**config.mk**
```make
export PLATFORM = sky130hd
export DESIGN_NAME = compacting_id_list_core
export DESIGN_NICKNAME = d
export VERILOG_FILES = /design/src/rtl/cidl_pkg.sv /design/src/rtl/cidl_ram.sv /design/src/rtl/compacting_id_list_core.sv
export SDC_FILE = /design/constraint.sdc
export NUM_CORES = 1
export LEC_CHECK = 0
export ABC_AREA = 1
export BUFFER_PORTS_ARGS = -buffer_cell sky130_fd_sc_hd__buf_4
export CORE_MARGIN = 8
export CORE_UTILIZATION = 50
export CTS_CLUSTER_DIAMETER = 150
export CTS_CLUSTER_SIZE = 20
export DETAILED_ROUTE_END_ITERATION = 7
export GPL_TIMING_DRIVEN = 0
export PLACE_DENSITY = 0.65
export SYNTH_ARGS = -nofsm -noshare
export SYNTH_HDL_FRONTEND = slang
export SYNTH_HIERARCHICAL = 1
export SYNTH_SLANG_ARGS = --single-unit
```
**constraint.sdc**
```tcl
create_clock -name clk -period 6.3 [get_ports clk]
set_input_delay 0.945 -clock clk [delete_from_list [all_inputs] [get_ports clk]]
set_output_delay 0.945 -clock clk [all_outputs]
set_load 0.02 [all_outputs]
```
**src/rtl/cidl_pkg.sv**
```systemverilog
// ----------------------------------------------------------------------------
// cidl_pkg
// Shared types and constants for the compacting identifier list.
// ----------------------------------------------------------------------------
package cidl_pkg;

    // fixed field widths of the transaction ports
    localparam int FUNC_W   = 2;
    localparam int SIG_W    = 16;
    localparam int COUNT_W  = 7;

    typedef logic [FUNC_W-1:0]  func_t;
    typedef logic [SIG_W-1:0]   sig_t;
    typedef logic [COUNT_W-1:0] count_t;

    // operation codes
    localparam func_t FUNC_APPEND = 2'd0;
    localparam func_t FUNC_REMOVE = 2'd1;
    localparam func_t FUNC_CLEAR  = 2'd2;

endpackage

```
**src/rtl/cidl_ram.sv**
```systemverilog
// ----------------------------------------------------------------------------
// cidl_ram
// Generic single-write, single-read RAM with registered read data.
// ----------------------------------------------------------------------------
module cidl_ram #(
    parameter int WIDTH = 16,
    parameter int DEPTH = 64
) (
    input  logic                     clk,
    input  logic                     we,
    input  logic [$clog2(DEPTH)-1:0] waddr,
    input  logic [WIDTH-1:0]         wdata,
    input  logic                     re,
    input  logic [$clog2(DEPTH)-1:0] raddr,
    output logic [WIDTH-1:0]         rdata
);

    logic [WIDTH-1:0] mem [DEPTH];
    logic [WIDTH-1:0] rdata_reg;

    // write port and registered read port
    always_ff @(posedge clk)
    begin
        if (we)
        begin
            mem[waddr] <= wdata;
        end
        if (re)
        begin
            rdata_reg <= mem[raddr];
        end
    end

    assign rdata = rdata_reg;

endmodule

```
**src/rtl/compacting_id_list_core.sv**
```systemverilog
// Sequence: append, clear and unused codes go from idle straight to the finish
//   state, where the registered result is loaded; remove scans the list first.
//   A stalled result holds the sequencer in its finish state.
// Throughput: one operation at a time; remove is bounded by the scan through the
//   list memory, one entry per cycle over one shared compare unit.
// Reset (rst_n, async, active low) empties the list; list storage is not cleared.
// ----------------------------------------------------------------------------
// compacting_id_list_core
// Ordered list of identifiers with append, remove-all-equal with in-place
// compaction, and clear. One result transaction per operation.
// ----------------------------------------------------------------------------
module compacting_id_list_core
    import cidl_pkg::*;
#(
    parameter int CAPACITY = 64,
    parameter int ID_BITS  = 16
) (
    input  logic   clk,
    input  logic   rst_n,
    // operation channel
    input  logic   req_valid,
    output logic   req_stall,
    input  func_t  func,
    input  sig_t   signal_id,
    // result channel
    output logic   rsp_valid,
    input  logic   rsp_stall,
    output count_t entry_count,
    output count_t removed_count,
    output logic   overflow
);

    localparam int AW    = $clog2(CAPACITY);
    localparam int CNT_W = $clog2(CAPACITY + 1);

    localparam logic [1:0] ST_IDLE   = 2'd0;
    localparam logic [1:0] ST_SCAN   = 2'd1;
    localparam logic [1:0] ST_FINISH = 2'd2;

    logic [1:0]         state_reg, state_next;
    logic [CNT_W-1:0]   fill_reg, fill_next;
    logic [CNT_W-1:0]   rd_reg, rd_next;
    logic [CNT_W-1:0]   wr_reg, wr_next;
    logic               pend_reg, pend_next;
    logic [CNT_W-1:0]   removed_reg, removed_next;
    func_t              op_reg, op_next;
    logic [ID_BITS-1:0] key_reg, key_next;

    logic               rsp_valid_reg, rsp_valid_next;
    count_t             entry_count_reg, entry_count_next;
    count_t             removed_count_reg, removed_count_next;
    logic               overflow_reg, overflow_next;

    logic               ram_we;
    logic [AW-1:0]      ram_waddr;
    logic [ID_BITS-1:0] ram_wdata;
    logic               ram_re;
    logic [ID_BITS-1:0] ram_rdata;

    logic               req_take;
    logic               slot_free;
    logic               keep_entry;

    cidl_ram #(
        .WIDTH (ID_BITS),
        .DEPTH (CAPACITY)
    ) u_store (
        .clk   (clk),
        .we    (ram_we),
        .waddr (ram_waddr),
        .wdata (ram_wdata),
        .re    (ram_re),
        .raddr (rd_reg[AW-1:0]),
        .rdata (ram_rdata)
    );

    assign req_stall = (state_reg != ST_IDLE);
    assign req_take  = req_valid && !req_stall;
    assign slot_free = !rsp_valid_reg || !rsp_stall;

    // shared compare unit: keep entries that differ from the key
    assign keep_entry = (ram_rdata != key_reg);

    // sequencer
    always_comb
    begin
        state_next         = state_reg;
        fill_next          = fill_reg;
        rd_next            = rd_reg;
        wr_next            = wr_reg;
        pend_next          = pend_reg;
        removed_next       = removed_reg;
        op_next            = op_reg;
        key_next           = key_reg;
        rsp_valid_next     = rsp_valid_reg && rsp_stall;
        entry_count_next   = entry_count_reg;
        removed_count_next = removed_count_reg;
        overflow_next      = overflow_reg;
        ram_we             = 1'b0;
        ram_waddr          = wr_reg[AW-1:0];
        ram_wdata          = ram_rdata;
        ram_re             = 1'b0;

        case (state_reg)
            ST_IDLE:
            begin
                if (req_take)
                begin
                    op_next      = func;
                    key_next     = ID_BITS'(signal_id);
                    rd_next      = '0;
                    wr_next      = '0;
                    pend_next    = 1'b0;
                    removed_next = '0;
                    state_next   = (func == FUNC_REMOVE) ? ST_SCAN : ST_FINISH;
                end
            end

            ST_SCAN:
            begin
                // issue next read
                if (rd_reg < fill_reg)
                begin
                    ram_re    = 1'b1;
                    rd_next   = rd_reg + 1'b1;
                    pend_next = 1'b1;
                end
                else
                begin
                    pend_next = 1'b0;
                end
                // compact the entry read last cycle
                if (pend_reg && keep_entry)
                begin
                    ram_we  = 1'b1;
                    wr_next = wr_reg + 1'b1;
                end
                // all entries read and written back
                if ((rd_reg == fill_reg) && !pend_reg)
                begin
                    fill_next    = wr_reg;
                    removed_next = fill_reg - wr_reg;
                    state_next   = ST_FINISH;
                end
            end

            ST_FINISH:
            begin
                if (slot_free)
                begin
                    overflow_next      = 1'b0;
                    removed_count_next = '0;
                    case (op_reg)
                        FUNC_APPEND:
                        begin
                            if (fill_reg < CNT_W'(CAPACITY))
                            begin
                                ram_we    = 1'b1;
                                ram_waddr = fill_reg[AW-1:0];
                                ram_wdata = key_reg;
                                fill_next = fill_reg + 1'b1;
                            end
                            else
                            begin
                                overflow_next = 1'b1;
                            end
                        end
                        FUNC_REMOVE:
                        begin
                            removed_count_next = COUNT_W'(removed_reg);
                        end
                        FUNC_CLEAR:
                        begin
                            removed_count_next = COUNT_W'(fill_reg);
                            fill_next          = '0;
                        end
                        default:
                        begin
                            fill_next = fill_reg;
                        end
                    endcase
                    entry_count_next = COUNT_W'(fill_next);
                    rsp_valid_next   = 1'b1;
                    state_next       = ST_IDLE;
                end
            end

            default:
            begin
                state_next = ST_IDLE;
            end
        endcase
    end

    // control registers
    always_ff @(posedge clk or negedge rst_n)
    begin
        if (!rst_n)
        begin
            state_reg     <= ST_IDLE;
            fill_reg      <= '0;
            pend_reg      <= 1'b0;
            rsp_valid_reg <= 1'b0;
        end
        else
        begin
            state_reg     <= state_next;
            fill_reg      <= fill_next;
            pend_reg      <= pend_next;
            rsp_valid_reg <= rsp_valid_next;
        end
    end

    // datapath registers
    always_ff @(posedge clk)
    begin
        rd_reg            <= rd_next;
        wr_reg            <= wr_next;
        removed_reg       <= removed_next;
        op_reg            <= op_next;
        key_reg           <= key_next;
        entry_count_reg   <= entry_count_next;
        removed_count_reg <= removed_count_next;
        overflow_reg      <= overflow_next;
    end

    assign rsp_valid     = rsp_valid_reg;
    assign entry_count   = entry_count_reg;
    assign removed_count = removed_count_reg;
    assign overflow      = overflow_reg;

`ifndef SYNTHESIS
    // list never holds more than its capacity
    a_fill_bound: assert property (@(posedge clk) disable iff (!rst_n)
        fill_reg <= CNT_W'(CAPACITY))
        else $error("fill level above capacity");

    // compaction write pointer never overtakes the read pointer
    a_wr_behind_rd: assert property (@(posedge clk) disable iff (!rst_n)
        (state_reg == ST_SCAN) |-> (wr_reg <= rd_reg))
        else $error("scan write index passed read index");

    // an accepted transaction always leaves idle
    a_accept_busy: assert property (@(posedge clk) disable iff (!rst_n)
        req_take |=> (state_reg != ST_IDLE))
        else $error("sequencer stayed idle after accept");

    // result load never overwrites a pending result
    a_no_overwrite: assert property (@(posedge clk) disable iff (!rst_n)
        (state_reg == ST_FINISH && rsp_valid_reg && rsp_stall) |=>
            (state_reg == ST_FINISH))
        else $error("finish left while result slot busy");

    // a dropped append reports nothing removed
    a_overflow_clean: assert property (@(posedge clk) disable iff (!rst_n)
        (rsp_valid && overflow) |-> (removed_count == '0))
        else $error("overflow with nonzero removed count");
`endif

endmodule
```
==> Flow_metrics.wiki, run 1 <==
{| class="wikitable"
! Metric !! Value
|-
| Synthesized-area fraction occupied by and/or/nand/nor cells || 22.51%
|-
| Antenna violations before repair || 2
|-
| IO Port Bufs || 38
|-
| RSZ-0062 raised after global routing || false
|-
| Status || completed
|-
| Flop and latch count out of synthesis || 1,105
|-
| Count of unresolved DRC violations after routing || 0
|-
| Worst hold path class || input pin to async pin
|-
| Crit start category || register
|-
| Starting Density || 50.43%
|-
| Setup fix buffers added after clock tree synthesis || 0
|-
| Max Root-Sink Buffers || 3
|-
| Clock-pin transition on the worst setup and hold timing paths || 0.09 ns
|-
| Gate Count Post-Synth || 3,989
|-
| Proportion of layout cells with a drive suffix above 1 || 11.95%
|-
| Post-layout nets || 4,234
|-
| End-of-flow core utilization || 56.47%
|-
| Synthesized-area fraction occupied by xor and xnor cells || 0.01898%
|-
| Number of sinks handled by clock tree synthesis || 1,105
|-
| # Max-Cap Violations || 0
|-
| Distinct cells, synth || 36
|-
| Number of buffers added to fix hold violations after cts || 0
|-
| Critical path required time || 6.60 ns
|-
| Crit path max-delay family || simple AND/OR/NAND/NOR gates
|-
| Iter 0 DRT Violations || 4,562
|-
| Main synth FF type || sky130_fd_sc_hd__edfxtp_1
|-
| Total via count after detailed routing || 31,930
|-
| Instance count after placement with tap cells included || 5,312
|-
| Height of the die || 319.8 µm
|-
| Maximum fanout along the worst path || 16
|-
| Number of flops mapped to enable cells by yosys || 1,094
|-
| CTS H-tree lvls || 2
|-
| Max-slew violation total from the final report || 0
|-
| Global-route usage over all layers || 26.77%
|-
| Areal power density over the cells || 374.4 nW/µm²
|-
| Crit Path Category || register to register
|-
| Fin Hold WS || 0.08729 ns
|-
| Grt ovf || 0
|-
| Core area || 91,520 µm²
|-
| Placer congestion estimate || 0.9782
|-
| Quantity of gates resized following cts || 0
|-
| Die W || 319.8 µm
|-
| Highest ir drop seen on vdd || 0.2534 mV
|-
| Async set or reset register ratio after synthesis || 0.9955%
|-
| CTS Buf Count || 61
|-
| Number of flip-flops in the largest register || 1,024
|-
| Logic gate share of total power || 33.9%
|-
| Nets in the synthesized netlist || 4,034
|-
| Part of the power in registers || 45.3%
|-
| Number of setup violations in the final report || 0
|-
| Die footprint || 102,300 µm²
|-
| Total leakage power || 18.95 nW
|-
| Post-detailed-routing wire length || 140,200 µm
|-
| Number of nets still failing antenna checks after routing || 0
|-
| Sequential element share of the synthesized area || 71.78%
|-
| Highest-delay cell along the critical path || sky130_fd_sc_hd__nor2_2
|-
| Clock tree from TritonCTS || yes
|-
| Dominant combinational cell family by area after synthesis || simple AND/OR/NAND/NOR gates
|-
| Filler instances || 7,432
|-
| Cell at the root of the clock tree || sky130_fd_sc_hd__clkbuf_16
|-
| Multi-input logic area || 11,560 µm²
|-
| Area Growth Syn to Fin || 11.98%
|-
| Detailed-placement wirelength estimate || 100,500 µm
|-
| Power Internal || 12.16 mW
|-
| Cell area after synthesis || 46,150 µm²
|-
| Largest net degree at the start of global routing || 33
|-
| Post-route fraction of the period consumed by the critical path || 88.18%
|-
| Via count of the first global-routing pass || 29,530
|-
| Synthesized area per cell || 11.57 µm²
|-
| Maximum clock frequency || 180.0 MHz
|-
| Flip-flop and latch area || 33,130 µm²
|-
| Per-cell routed wire length || 26.02 µm
|-
| Final hold vios || 0
|-
| Global-route wire length before repair || 201,100 µm
|-
| Number of placement rows || 111
|-
| Ports || 39
|-
| Non-Filler Instances || 5,388
|-
| DRT Pass-1 Iters || 5
|-
| Share of power burned in the clock network || 20.8%
|-
| Final worst clock skew || 0.04421 ns
|-
| Crit. End Element || register
|-
| CP peak stage delay || 1.19 ns
|-
| Worst EP arrival || 5.85 ns
|-
| Crit path time final || 5.556 ns
|-
| Multiplexer share of the synthesized area || 0.02169%
|-
| Crit path buffers/inverters || 4
|-
| Post-Synth Adder-Cell Area || 0.6398%
|-
| Switch share || 37.18%
|-
| Max-slew headroom at the worst pin || 27.97%
|-
| Actual slew at the worst max-slew pin || 1.079 ns
|-
| Average vias per placed instance || 5.927
|-
| Net switching power figure || 7.193 mW
|-
| Area fraction in compound gates after synthesis || 1.044%
|-
| Cells traversed along the worst timing path || inv_1 -> ha_1 -> inv_2 -> a21oi_2 -> nand2_2 -> buf_2 -> o21ai_1 -> clkbuf_1 -> nand4_1 -> nor2_2
|-
| Clk Latency, worst-skew pair || 0.68 ns
|-
| Number of warnings printed during yosys synthesis || 6
|}
-- placed cells by master, fill, tap and decap left out, drive strengths merged, types with 3 or more instances in the layout --
cell / netlist / final
inv: 91 / 93
nor2: 95 / 95
nand4: 11 / 11
o22ai: 3 / 3
clkbuf: 27 / 98
buf: 208 / 345
edfxtp: 1094 / 1094
dfrtp: 11 / 11
a21oi: 31 / 31
o21ai: 49 / 49
ha: 22 / 22
nor4: 9 / 9
nand2: 1446 / 1446
nand3: 884 / 884
-- metal layers --
layer / GRT usage (%) / share of wire (%) / vias to the layer above / wire [µm]
met5: 0 / 0 / - / 0
met4: 11.34 / 5.0 / 0 / 6981
met1: 36.98 / 39 / 15470 / 54620
met3: 4.452 / 11 / 341 / 15090
met2: 42.17 / 45 / 1847 / 63480
li1: - / - / 14280 / -
-- stage by stage --
stage | cell area, µm² | setup slack (ns) | power (mW) | TNS [ns]
global route | 51680 | 0.5770 | 20.04 | 0
CTS | 51680 | 0.9033 | 19.24 | 0
global placement | 47920 | -1.942 | 15.06 | -1376.98
detailed placement | 50060 | 0.6877 | 15.33 | 0
finish | 51680 | 0.7444 | 19.35 | 0
floorplan | 46150 | 1.701 | 12.57 | 0
-- cell type report --
class | count | area share, %
clock buffers | 71 | 3.026
plain buffers | 235 | 2.891
well taps | 1186 | 2.871
inverters | 91 | 0.6754
diodes | 1 | 0.004842
clock inverters | 4 | 0.1114
multi-input cells | 2558 | 22.36
flip-flops and latches | 1105 | 64.10
repair buffers | 137 | 3.965
-- logic make-up (layout without fill, tap and decap cells) --
logic type,after synthesis,after routing
buffers and inverters,326,538
DFF,1105,1105
adders and majority gates,23,23
xor gates and xnor gates,1,1
muxes,1,1
other,0,1
AOI/OAI and AO/OA,85,85
and+or+nand+nor,2448,2448
-- worst paths after layout --
path	depth (start not counted)	end	slack, ns	startpoint
worst max-delay path	10	u_store/mem[11][7]	0.74	state_reg[0]
worst min-delay path	1	state_reg[1]	0.09	rst_n
worst max register to register	10	u_store/mem[11][7]	0.74	state_reg[0]
worst min register to register	2	rsp_valid	0.55	rsp_valid
max in group asynchronous	1	fill_reg[1]	6.05	rst_n
min in group clk	1	key_reg[2]	0.43	signal_id[2]
-- power groups by stage --
| stage | Combinational, mW | Sequential, mW | Clock [mW] |
|---|---|---|---|
| 2_1_floorplan | 3.59 | 8.98 | 0 |
| 3_3_place_gp | 5.99 | 9.07 | 0 |
| 3_5_place_dp | 6.39 | 8.94 | 0 |
| 4_1_cts | 6.41 | 8.77 | 4.06 |
| 5_1_grt | 6.95 | 8.79 | 4.30 |
| 6_report | 6.56 | 8.77 | 4.02 |
-- synth_stat cells, types with 7 or more instances --
master                     number  area, µm²
sky130_fd_sc_hd__nand3_1      883       4419
sky130_fd_sc_hd__inv_2          7      26.28
sky130_fd_sc_hd__nand2_1     1439       5401
sky130_fd_sc_hd__nor4_1         9      56.30
sky130_fd_sc_hd__buf_4         20      150.1
sky130_fd_sc_hd__buf_6         50      563.0
sky130_fd_sc_hd__edfxtp_1    1094      32850
sky130_fd_sc_hd__o21ai_0       10      50.05
sky130_fd_sc_hd__inv_1         83      311.6
sky130_fd_sc_hd__dfrtp_1       11      275.3
sky130_fd_sc_hd__clkbuf_1      27      101.4
sky130_fd_sc_hd__nand4_1       11      68.82
sky130_fd_sc_hd__o21ai_2        7      61.31
sky130_fd_sc_hd__buf_1         17      63.81
sky130_fd_sc_hd__nor2_1        93      349.1
sky130_fd_sc_hd__o21ai_1       32      160.2
sky130_fd_sc_hd__ha_1          22      275.3
sky130_fd_sc_hd__buf_2        120      600.6
sky130_fd_sc_hd__a21oi_1       29      145.1
Note: power is estimated with default switching activity, not from simulation.
==> run 2: changes to the inputs <==
--- a/config.mk
+++ b/config.mk
@@ -6,14 +6,14 @@
 export NUM_CORES = 1
 export LEC_CHECK = 0
 export ABC_AREA = 1
-export BUFFER_PORTS_ARGS = -buffer_cell sky130_fd_sc_hd__buf_4
 export CORE_MARGIN = 8
 export CORE_UTILIZATION = 50
 export CTS_CLUSTER_DIAMETER = 150
 export CTS_CLUSTER_SIZE = 20
 export DETAILED_ROUTE_END_ITERATION = 7
+export DONT_BUFFER_PORTS = 1
 export GPL_TIMING_DRIVEN = 0
-export PLACE_DENSITY = 0.65
+export PLACE_DENSITY = 0.67
 export SYNTH_ARGS = -nofsm -noshare
 export SYNTH_HDL_FRONTEND = slang
 export SYNTH_HIERARCHICAL = 1
==> Flow_metrics.wiki, run 2 (synthesis gave the netlist of run 1 again) <==
{| class="wikitable"
! Metric !! Value
|-
| Largest net degree at the start of global routing || 35
|-
| Logic gate share of total power || 33.5%
|-
| Placer congestion estimate || 0.9985
|-
| Count of unresolved DRC violations after routing || 0
|-
| Antenna violations before repair || 4
|-
| Post-detailed-routing wire length || 140,200 µm
|-
| Clk Latency, worst-skew pair || 0.67 ns
|-
| Global-route usage over all layers || 26.51%
|-
| Cell at the root of the clock tree || sky130_fd_sc_hd__clkbuf_16
|-
| Post-route fraction of the period consumed by the critical path || 87.02%
|-
| Average vias per placed instance || 5.948
|-
| Power after layout || 19.36 mW
|-
| Smallest setup slack after layout || 0.8177 ns
|-
| CTS H-tree lvls || 2
|-
| Detailed-placement wirelength estimate || 99,710 µm
|-
| Die W || 319.8 µm
|-
| Clock-pin transition on the worst setup and hold timing paths || 0.09 ns
|-
| Max-slew headroom at the worst pin || 30.00%
|-
| Part of the power in registers || 45.6%
|-
| Grt ovf || 0
|-
| Clock tree from TritonCTS || yes
|-
| Switch share || 37.43%
|-
| # Max-Cap Violations || 0
|-
| Filler instances || 7,365
|-
| Start point of the worst hold path || signal_id[1]
|-
| Origin of the worst setup path || state_reg[0]
|-
| Highest ir drop seen on vdd || 0.3142 mV
|-
| RSZ-0062 raised after global routing || false
|-
| Iter 0 DRT Violations || 4,514
|-
| Via count of the first global-routing pass || 29,210
|-
| Per-cell routed wire length || 26.22 µm
|-
| Total leakage power || 18.68 nW
|-
| Crit start category || register
|-
| Crit Path Category || register to register
|-
| Commonest non-fill, non-tap cell in the layout || sky130_fd_sc_hd__nand2_1
|-
| Crit path time final || 5.482 ns
|-
| Critical register-to-register path startpoint || state_reg[0]
|-
| Starting Density || 50.43%
|-
| Ports || 39
|-
| Actual slew at the worst max-slew pin || 1.049 ns
|-
| Die footprint || 102,300 µm²
|-
| Final hold vios || 0
|-
| Number of nets still failing antenna checks after routing || 0
|-
| Core area || 91,520 µm²
|-
| Crit. End Element || register
|-
| Areal power density over the cells || 378.2 nW/µm²
|-
| Post-layout nets || 4,188
|-
| Critical path required time || 6.69 ns
|-
| Total via count after detailed routing || 31,790
|-
| Power Internal || 12.11 mW
|-
| Accumulated negative setup slack || 0 ns
|-
| Most frequent cells in the layout || 1,439 x sky130_fd_sc_hd__nand2_1, 1,094 x sky130_fd_sc_hd__edfxtp_1, 883 x sky130_fd_sc_hd__nand3_1
|-
| Net switching power figure || 7.245 mW
|-
| Maximum fanout along the worst path || 16
|-
| CTS Buf Count || 61
|-
| IO Port Bufs || 0
|-
| Global-route wire length before repair || 198,500 µm
|-
| Fin Hold WS || 0.3638 ns
|-
| Setup fix buffers added after clock tree synthesis || 0
|-
| Worst hold path class || input pin to register
|-
| Final worst clock skew || 0.03398 ns
|-
| End-of-flow core utilization || 55.93%
|-
| Status || completed
|-
| Number of placement rows || 111
|-
| Number of sinks handled by clock tree synthesis || 1,105
|-
| Max Root-Sink Buffers || 3
|-
| Instance count after placement with tap cells included || 5,265
|-
| Non-Filler Instances || 5,345
|-
| Cell area after layout || 51,190 µm²
|-
| Minimum setup slack after placement || 0.6808 ns
|-
| Max-slew violation total from the final report || 0
|-
| Proportion of layout cells with a drive suffix above 1 || 10.85%
|-
| Number of setup violations in the final report || 0
|-
| Height of the die || 319.8 µm
|-
| Share of power burned in the clock network || 20.8%
|-
| Area Growth Syn to Fin || 10.91%
|-
| DRT Pass-1 Iters || 6
|-
| Worst EP arrival || 5.87 ns
|-
| Maximum clock frequency || 182.4 MHz
|-
| Number of flip-flops in the largest register || 1,024
|-
| DP Area || 49,530 µm²
|}
-- run 2: changes by cell type in the layout (fill, tap and decap cells not counted) --
| cell | delta |
|---|---|
| sky130_fd_sc_hd__buf_16 | -7 |
| sky130_fd_sc_hd__buf_4 | -37 |
| sky130_fd_sc_hd__buf_6 | -3 |
| sky130_fd_sc_hd__clkbuf_1 | +2 |
| sky130_fd_sc_hd__diode_2 | +1 |
| sky130_fd_sc_hd__dlygate4sd3_1 | +1 |
| sky130_fd_sc_hd__nor2_1 | +4 |
| sky130_fd_sc_hd__nor2_2 | -4 |
-- run 2: cell type report --
| type | count | area (µm²) | share of cell area (%) |
|---|---|---|---|
| tap | 1186 | 1484 | 2.899 |
| clock buffer | 73 | 1572 | 3.070 |
| timing repair buffer | 91 | 1555 | 3.038 |
| clock inverter | 4 | 57.56 | 0.1124 |
| multi-input combinational | 2558 | 11550 | 22.56 |
| antenna | 2 | 5.005 | 0.009777 |
| sequential | 1105 | 33130 | 64.71 |
| inverter | 91 | 349.1 | 0.6820 |
| buffer | 235 | 1494 | 2.918 |
-- run 2: final timing paths --
kind	end	slack, ns	cells past startpoint
setup / recovery	u_store/mem[47][14]	0.82	11
hold / removal	key_reg[1]	0.36	0
setup reg to reg	u_store/mem[47][14]	0.82	11
hold reg to reg	pend_reg	0.55	2
max in group asynchronous	fill_reg[1]	5.26	1
min in group asynchronous	fill_reg[2]	0.69	1
-- run 2: routing by layer --
| metal | track usage, % | routed length, µm | vias to the layer above |
|---|---|---|---|
| met3 | 5.399 | 17120 | 318 |
| met4 | 10.86 | 6829 | 0 |
| li1 | - | - | 14200 |
| met1 | 36.66 | 53310 | 15310 |
| met2 | 41.13 | 62900 | 1964 |
| met5 | 0 | 0 | - |
-- run 2: power groups by stage --
stage / clock [mW] / combinational [mW] / sequential (mW)
after detailed placement: 0 / 6.27 / 9.00
final: 4.03 / 6.49 / 8.83
after floorplan: 0 / 3.59 / 8.98
after global placement: 0 / 5.87 / 9.14
after CTS: 4.07 / 6.29 / 8.83
after global routing: 4.30 / 6.85 / 8.85
-- run 2: critical path: stages (launching register included) --
cell                       delay, ns
sky130_fd_sc_hd__dfrtp_1        0.40
sky130_fd_sc_hd__inv_1          0.11
sky130_fd_sc_hd__ha_1           0.28
sky130_fd_sc_hd__inv_2          0.07
sky130_fd_sc_hd__a21oi_2        0.63
sky130_fd_sc_hd__nand2_2        0.28
sky130_fd_sc_hd__buf_2          0.32
sky130_fd_sc_hd__o21ai_1        0.36
sky130_fd_sc_hd__clkbuf_1       0.45
sky130_fd_sc_hd__nand4_1        0.87
sky130_fd_sc_hd__nor2_1         1.08
sky130_fd_sc_hd__buf_4          0.33
-- run 2: what timing repair did --
item | CTS | global route
endpoints found under the hold margin | 11 | 0
hold buffers | 1 | 0
resized for setup | 0 | 0
